## config.mk

```make
export PLATFORM = sky130hd
export DESIGN_NAME = coc_cross_unit
export DESIGN_NICKNAME = d
export VERILOG_FILES = /design/src/sv/constant_orientation_chain_unit_defines.svh /design/src/sv/coc_pkg.sv /design/src/sv/coc_cross_unit.sv
export SDC_FILE = /design/constraint.sdc
export NUM_CORES = 2
export LEC_CHECK = 0
export BUFFER_PORTS_ARGS = -buffer_cell sky130_fd_sc_hd__buf_2
export CORE_ASPECT_RATIO = 0.6
export CORE_MARGIN = 4
export CORE_UTILIZATION = 40
export DETAILED_ROUTE_END_ITERATION = 16
export PLACE_DENSITY_LB_ADDON = 0.2
export RECOVER_POWER = 50
export SLEW_MARGIN = 40
export SYNTH_ARGS = -nofsm -noshare
export SYNTH_HDL_FRONTEND = slang
export SYNTH_SLANG_ARGS = --single-unit
```

## constraint.sdc

```tcl
create_clock -name clk -period 14 [get_ports clk]
set_input_delay 2.1 -clock clk [delete_from_list [all_inputs] [get_ports clk]]
set_output_delay 2.1 -clock clk [all_outputs]
set_load 0.02 [all_outputs]
```

## src/sv/constant_orientation_chain_unit_defines.svh

```systemverilog
// assertion helpers shared by the chain unit
`ifndef CONSTANT_ORIENTATION_CHAIN_UNIT_DEFINES_SVH
`define CONSTANT_ORIENTATION_CHAIN_UNIT_DEFINES_SVH

// same-cycle implication, disabled while in reset
`define COC_ASSERT_IMP(name, ck, rn, ante, cons, msg) \
    name: assert property (@(posedge ck) disable iff (!rn) (ante) |-> (cons)) \
        else $error(msg);

// next-cycle implication, disabled while in reset
`define COC_ASSERT_NXT(name, ck, rn, ante, cons, msg) \
    name: assert property (@(posedge ck) disable iff (!rn) (ante) |=> (cons)) \
        else $error(msg);

`endif

```

## src/sv/coc_pkg.sv

```systemverilog
`timescale 1ns / 1ps

package coc_pkg;

    // default sizing
    localparam int COC_MAX_POINTS = 64;
    localparam int COC_COORD_BITS = 32;
    localparam int COC_FIELD_W    = 32;

    // orientation register reset value (right-handed)
    localparam logic [1:0] COC_MODE_RESET = 2'd1;

    // turn codes, compared against the orientation register
    typedef enum logic [1:0] {
        TURN_LEFT  = 2'd0,
        TURN_RIGHT = 2'd1,
        TURN_NONE  = 2'd2
    } coc_turn_t;

    // main sequencer states
    typedef enum logic [2:0] {
        S_IDLE,
        S_CHECK,
        S_FETCH,
        S_WAIT,
        S_PUSH,
        S_EMIT_RD,
        S_EMIT
    } coc_state_t;

    // cross product unit phases
    typedef enum logic [1:0] {
        XP_IDLE,
        XP_MUL_A,
        XP_MUL_B,
        XP_CMP
    } coc_xphase_t;

    // status from the cross product unit
    typedef struct packed {
        logic      done;
        coc_turn_t turn;
    } coc_cross_stat_t;

    // channel payloads
    typedef struct packed {
        logic signed [COC_FIELD_W-1:0] point_x;
        logic signed [COC_FIELD_W-1:0] point_y;
        logic                          end_of_curve;
    } coc_point_t;

    typedef struct packed {
        logic signed [COC_FIELD_W-1:0] kept_x;
        logic signed [COC_FIELD_W-1:0] kept_y;
        logic                          last_kept;
        logic                          capacity_overflow;
    } coc_kept_t;

    typedef struct packed {
        logic [1:0] orientation_mode;
    } coc_cfg_t;

endpackage

```

## src/sv/coc_cross_unit.sv

```systemverilog
`timescale 1ns / 1ps

module coc_cross_unit
    import coc_pkg::*;
#(
    parameter int COORD_BITS = COC_COORD_BITS
) (
    input  logic                      clk,
    input  logic                      rst_n,
    input  logic                      start,
    input  logic [2*COORD_BITS-1:0]   pt_a,
    input  logic [2*COORD_BITS-1:0]   pt_b,
    input  logic [COORD_BITS-1:0]     pt_cx,
    input  logic [COORD_BITS-1:0]     pt_cy,
    output coc_cross_stat_t           stat
);

    localparam int DIFF_W = COORD_BITS + 1;
    localparam int PROD_W = 2 * DIFF_W;

    coc_xphase_t phase_reg, phase_next;

    logic signed [DIFF_W-1:0] ax, ay, bx, by, cx, cy;
    logic signed [DIFF_W-1:0] d1_reg, d2_reg, d3_reg, d4_reg;
    logic signed [DIFF_W-1:0] op_a, op_b;
    logic signed [PROD_W-1:0] prod;
    logic signed [PROD_W-1:0] prod_a_reg, prod_b_reg;

    // sign-extend coordinates to difference width
    assign ax = DIFF_W'($signed(pt_a[COORD_BITS-1:0]));
    assign ay = DIFF_W'($signed(pt_a[2*COORD_BITS-1:COORD_BITS]));
    assign bx = DIFF_W'($signed(pt_b[COORD_BITS-1:0]));
    assign by = DIFF_W'($signed(pt_b[2*COORD_BITS-1:COORD_BITS]));
    assign cx = DIFF_W'($signed(pt_cx));
    assign cy = DIFF_W'($signed(pt_cy));

    // phase sequencing
    always_comb
    begin
        case (phase_reg)
            XP_IDLE:  phase_next = start ? XP_MUL_A : XP_IDLE;
            XP_MUL_A: phase_next = XP_MUL_B;
            XP_MUL_B: phase_next = XP_CMP;
            XP_CMP:   phase_next = XP_IDLE;
            default:  phase_next = XP_IDLE;
        endcase
    end

    always_ff @(posedge clk or negedge rst_n)
    begin
        if (!rst_n)
        begin
            phase_reg <= XP_IDLE;
        end
        else
        begin
            phase_reg <= phase_next;
        end
    end

    // shared multiplier, operands picked by phase
    always_comb
    begin
        op_a = (phase_reg == XP_MUL_B) ? d3_reg : d1_reg;
        op_b = (phase_reg == XP_MUL_B) ? d4_reg : d2_reg;
    end

    assign prod = PROD_W'(op_a) * PROD_W'(op_b);

    // difference and product registers
    always_ff @(posedge clk)
    begin
        if (phase_reg == XP_IDLE && start)
        begin
            d1_reg <= bx - ax;
            d2_reg <= cy - ay;
            d3_reg <= by - ay;
            d4_reg <= cx - ax;
        end
        if (phase_reg == XP_MUL_A)
        begin
            prod_a_reg <= prod;
        end
        if (phase_reg == XP_MUL_B)
        begin
            prod_b_reg <= prod;
        end
    end

    // sign of the cross product from the two products
    always_comb
    begin
        stat.done = (phase_reg == XP_CMP);
        if (prod_a_reg > prod_b_reg)
        begin
            stat.turn = TURN_RIGHT;
        end
        else if (prod_a_reg < prod_b_reg)
        begin
            stat.turn = TURN_LEFT;
        end
        else
        begin
            stat.turn = TURN_NONE;
        end
    end

endmodule

```

Yosys cells after proc, flatten, opt, wreduce, memory -nomap -nowiden
Cells that the tools add are included.
Widths: inputs -> output; s select.
Word-level totals
  memory bits (read-only): 0
  input bits: 195
  latch bits: 0
  register bits: 266
  output and inout port bits: 3
  bits in writable memories: 0
  memories: 0
Operators by class
  bitwise gates (word level): 0
  $mul: 1
  divide/modulo/power cells: 0
  eq/ne operators: 3
  magnitude comparators: 2
  shift operators: 0
  muxes and demuxes: 6
  reductions and logical operators: 2
  add/sub/neg operators: 4
Operators by type and width (number)
  $sub 32x32->33: 4
  $gt 66x66->1: 1
  $lt 66x66->1: 1
  $mul 33x33->66: 1
  $mux 33: 2
  $pmux 2 s4: 1
  $eq 2x2->1 const B: 2
  $mux 2: 2
  $eq 2x1->1 const B: 1
  $logic_not 2->1: 1
  $logic_and 1x1->1: 1
  $mux 1: 1

Depth between registers and ports, before layout
  depth after elaboration: 3
  depth in mapped cells: 35
  mapped depth without buffers: 31

Least setup slack after synthesis
No wires, ideal clock.
  path type: flip-flop to flip-flop
  start: register phase_reg[0]
  end: register prod_a_reg[64] (data pin)
  arrival time: 10.427 ns
  stages on the path, launching flop included: 31
  required time: 13.733 ns
  path slack: 3.307 ns
  cells stage by stage: dfrtp_1 -> inv_1 -> ha_1 -> clkbuf_1 -> clkbuf_1 -> clkbuf_1 -> mux2i_1 -> clkbuf_1 -> nor2_1 -> fa_1 -> fa_1 -> fa_1 -> fa_1 -> inv_1 -> fa_1 -> fa_1 -> fa_1 -> fa_1 -> inv_1 -> ha_1 -> clkbuf_1 -> a21oi_1 -> o21ai_0 -> a21o_1 -> a21oi_1 -> nor2b_1 -> o21ai_0 -> nand3b_1 -> a31oi_1 -> o31ai_1 -> xnor2_1
Between the ends
  longest elaborated chain between the ends: 3
  elaborated cells between the ends (all ways): 4
  those cells by class: mul (1); eq/ne (1); mux (2)
Ends and longest elaborated chain
  start: declaration: line coc_cross_unit.sv:21  | coc_xphase_t phase_reg, phase_next;
  start signal: assignment: line coc_cross_unit.sv:57  | phase_reg <= phase_next;
  $eq 2x2->1 (*): line coc_cross_unit.sv:64, coc_cross_unit.sv:65
  $mux 33, on equally long branches: line coc_cross_unit.sv:64, coc_cross_unit.sv:65
  $mul 33x33->66 (*): line coc_cross_unit.sv:68  | assign prod = PROD_W'(op_a) * PROD_W'(op_b);
  net prod[64]: line coc_cross_unit.sv:26  | logic signed [PROD_W-1:0] prod;
  end signal: assignment: line coc_cross_unit.sv:82  | prod_a_reg <= prod;
  end: declaration: line coc_cross_unit.sv:27  | logic signed [PROD_W-1:0] prod_a_reg, prod_b_reg;
Mark *: on every way through the listed nets, which the timed path passes. The rest lies on a longest branch.
A chain may end at the register's enable or synchronous reset.

Final worst setup path
  start: register phase_reg[0]
  end: register prod_b_reg[53] (data pin)
Between the ends
  longest elaborated chain between the ends: 3
  elaborated cells between the ends (all ways): 4
  those cells by class: mul (1); eq/ne (1); mux (2)
Ends and longest elaborated chain
  $eq 2x2->1 (*): line coc_cross_unit.sv:64, coc_cross_unit.sv:65
  $mux 33, on equally long branches: line coc_cross_unit.sv:64, coc_cross_unit.sv:65
  $mul 33x33->66 (*): line coc_cross_unit.sv:68
  net prod[53]: line coc_cross_unit.sv:26
  end signal: assignment: line coc_cross_unit.sv:86  | prod_b_reg <= prod;
  end: declaration: line coc_cross_unit.sv:27
Marks and branches as above.

==> results.md <==
- CTS tree: done
- Port buffer count: 197
- Yosys reg bits: 266
- Mapped Cells: 5643
- Vias in the first global route: 41771
- Clock transition at path regs: 0.07 ns
- Worst Slack Setup Final: 1.98 ns
- Post-CTS Hold Fix Bufs: 0
- Antenna-violating nets left: 0
- Final Hold Fails: 0
- Post-synthesis mux area share: 2.56%
- Largest cells by area after synthesis: fa_1 42%, edfxtp_1 15%, ha_1 9.6%, inv_1 8.7%, nor2_1 4.7%
- Endpoints failing setup: 0
- Max Cap Viol: 6
- Clk Latency, worst-skew pair: 0.65 ns
- Pin count of the biggest net entering global routing: 83
- Wire per inst: 24.2 um
- Via Count: 40507
- Hold Crit Class: flop to flop
- Place WS: 3.42 ns
- Layout cells sized above 1: 8.14%
- Clk sink count: 266
- Number of synthesized flops with an enable pin: 264
- Setup TNS: 0 ns
- Total wire length: 184000 um
- Detail Placement HPWL: 150000 um
- CTS Buffer Depth: 3
- Tmin final: 12.02 ns
- Sequential cell area fraction in the yosys report: 14.7%
- Critical path endpoint category: flop
- Adder-cell share of the synthesized area: 51.8%
- Mapped Avg Cell Area: 9.65 sq um
- Initial Util: 40.4%
- Critical Path RT: 14.37 ns
- Chip height: 294 um
- GRT overflow: 0
- Area grow syn2layout: 8.35%
- Residual DRC: 0
- Commonest cells after routing, fill and taps aside: 1263 x inv_1, 1148 x fa_1, 683 x nor2_1
- CP arrival: 12.39 ns
- Worst Max-Slew Pin Slew: 4.40 ns
- 1st-pass router iterations: 6
- Mapped Area: 54400 sq um
- RSZ-0062 raised after global routing: false
- Post-CTS Setup Bufs: 0
- Cells after DPL: 7546
- Die W: 484 um
- Via density: 5.33
- First-pass GRT wire length: 275000 um
- DRT iter0 DRCs: 4089
- Area of the core: 135000 sq um
- Overall routing resource usage: 26.2%
- Global placement routability congestion: 0.983
- Post-synth ARST share: 0.752%
- Startpoint types: flop
- Setup CP Type: flop to flop
- Synth Area in Compound Gates: 6.78%
- Rows: 104
- Synth Area in Simple Gates: 11.3%
- Clock Root Buffer: clkbuf_16
- Max-slew headroom: -193%
- Synth Flop Type: edfxtp_1
- Number of CTS-inserted buffers: 28
- Netlist cell types: 83
- Syn_nets: 7403
- Final #Nets: 7537
- Largest family of logic cells by synthesized area: adder cells
- Post-synth top area share: 42.3%
- Max FO, Critical Path: 34
- FILL cells: 13135
- H-tree levels: 1
- Status: complete, but fails checks
- Tcrit/Tclk final: 85.8%
- XOR/XNOR Fraction of Synth Area: 2.90%
- Synthesis Warnings: 0
- Final cell count without fillers: 7602
- Commonest non-fill, non-tap cell in the layout: inv_1
- Die area: 142000 sq um
- Final Max Tran Viols: 269
- Synth area leader: fa_1
- Worst hold slack: 0.710 ns
- FMAX: 83.2 MHz
- Violated checks: capacitance limit, slew limit
- I/O pins: 198
- Final Skew: 0.0341 ns
- Antenna violations before repair: 6
- Post_cts resized: 0
layout make-up:
cell class,instances,area (sq um),share of cell area (%)
sequential,266,7980,13.5
tap,1802,2250,3.82
clock inverter,21,163,0.276
multi-input combinational,3930,41400,70.2
timing repair buffer,288,1740,2.95
antenna,1,2.50,0.00424
clock buffer,31,712,1.21
inverter,1263,4740,8.04
per-layer routing:
| metal | GRT usage (%) | wire length (um) | up-vias |
|---|---|---|---|
| li1 | - | - | 17567 |
| met1 | 40.9 | 87100 | 20619 |
| met2 | 34.2 | 68200 | 2129 |
| met3 | 9.90 | 25000 | 188 |
| met4 | 4.49 | 3650 | 4 |
| met5 | 0 | 32 | - |
cell usage after synthesis (13+ instances only):
library cell	number
inv_1	1263
fa_1	1149
nor2_1	683
nand2_1	603
ha_1	416
edfxtp_1	264
a21oi_1	167
clkbuf_1	159
xnor2_1	139
a21o_1	97
o21ai_0	89
mux2_2	66
mux2i_1	65
xor2_1	41
nand3_1	40
o21a_1	38
nand4_1	33
nor2b_1	28
nand2b_1	25
buf_1	23
nor3_1	23
o21bai_1	23
and2_1	17
a211oi_1	16
or3_1	16
and3_1	15
a31oi_1	13
stage by stage:
step,util (%),area (sq um)
6_report,43.8,59000
5_1_grt,43.8,59000
4_1_cts,43.8,59000
3_5_place_dp,43.1,58100
3_3_place_gp,43.0,57900
2_1_floorplan,-,54400
worst max-delay path, stage by stage (launching register included):
cell and delay (ns):
dfrtp_1 0.40, inv_1 0.15, ha_4 0.52, clkbuf_1 2.03
mux2_2 0.97, nand2_1 0.18, fa_1 0.54, fa_1 0.55
fa_1 0.52, fa_1 0.41, inv_1 0.08, fa_1 0.46
fa_1 0.58, fa_1 0.44, fa_1 0.50, ha_1 0.45
a21oi_1 0.26, o21ai_0 0.24, a22oi_1 0.28, o211ai_2 0.21
a41o_2 0.38, a2111oi_0 0.74, o41a_2 0.30, nor2_1 0.10
a221oi_2 0.27, xnor2_1 0.12
kinds of logic (layout without fill, tap and decap cells):
kind of cell	after synthesis	in the layout
AO/OA/AOI/OAI	547	547
flip-flops	266	266
AND/OR/NAND/NOR	1507	1507
multiplexers	131	131
XOR/XNOR	180	180
buffers and inverters	1447	1603
other	0	1
adder cells (fa/ha/maj)	1565	1565
path summary, 6_finish.rpt:
kind                         startpoint             end  slack (ns)  cells past startpoint
setup / recovery           phase_reg[0]  prod_b_reg[53]        1.98                     25
hold reg to reg            phase_reg[1]    phase_reg[1]        0.71                      2
hold / removal             phase_reg[1]    phase_reg[1]        0.71                      2
min in group asynchronous         rst_n    phase_reg[0]        1.23                      1
max in group asynchronous         rst_n    phase_reg[1]       12.62                      1
setup reg to reg           phase_reg[0]  prod_b_reg[53]        1.98                     25
Power is not shown: default switching activity piles up to over one toggle a cycle in this logic, so the estimate is an artifact.
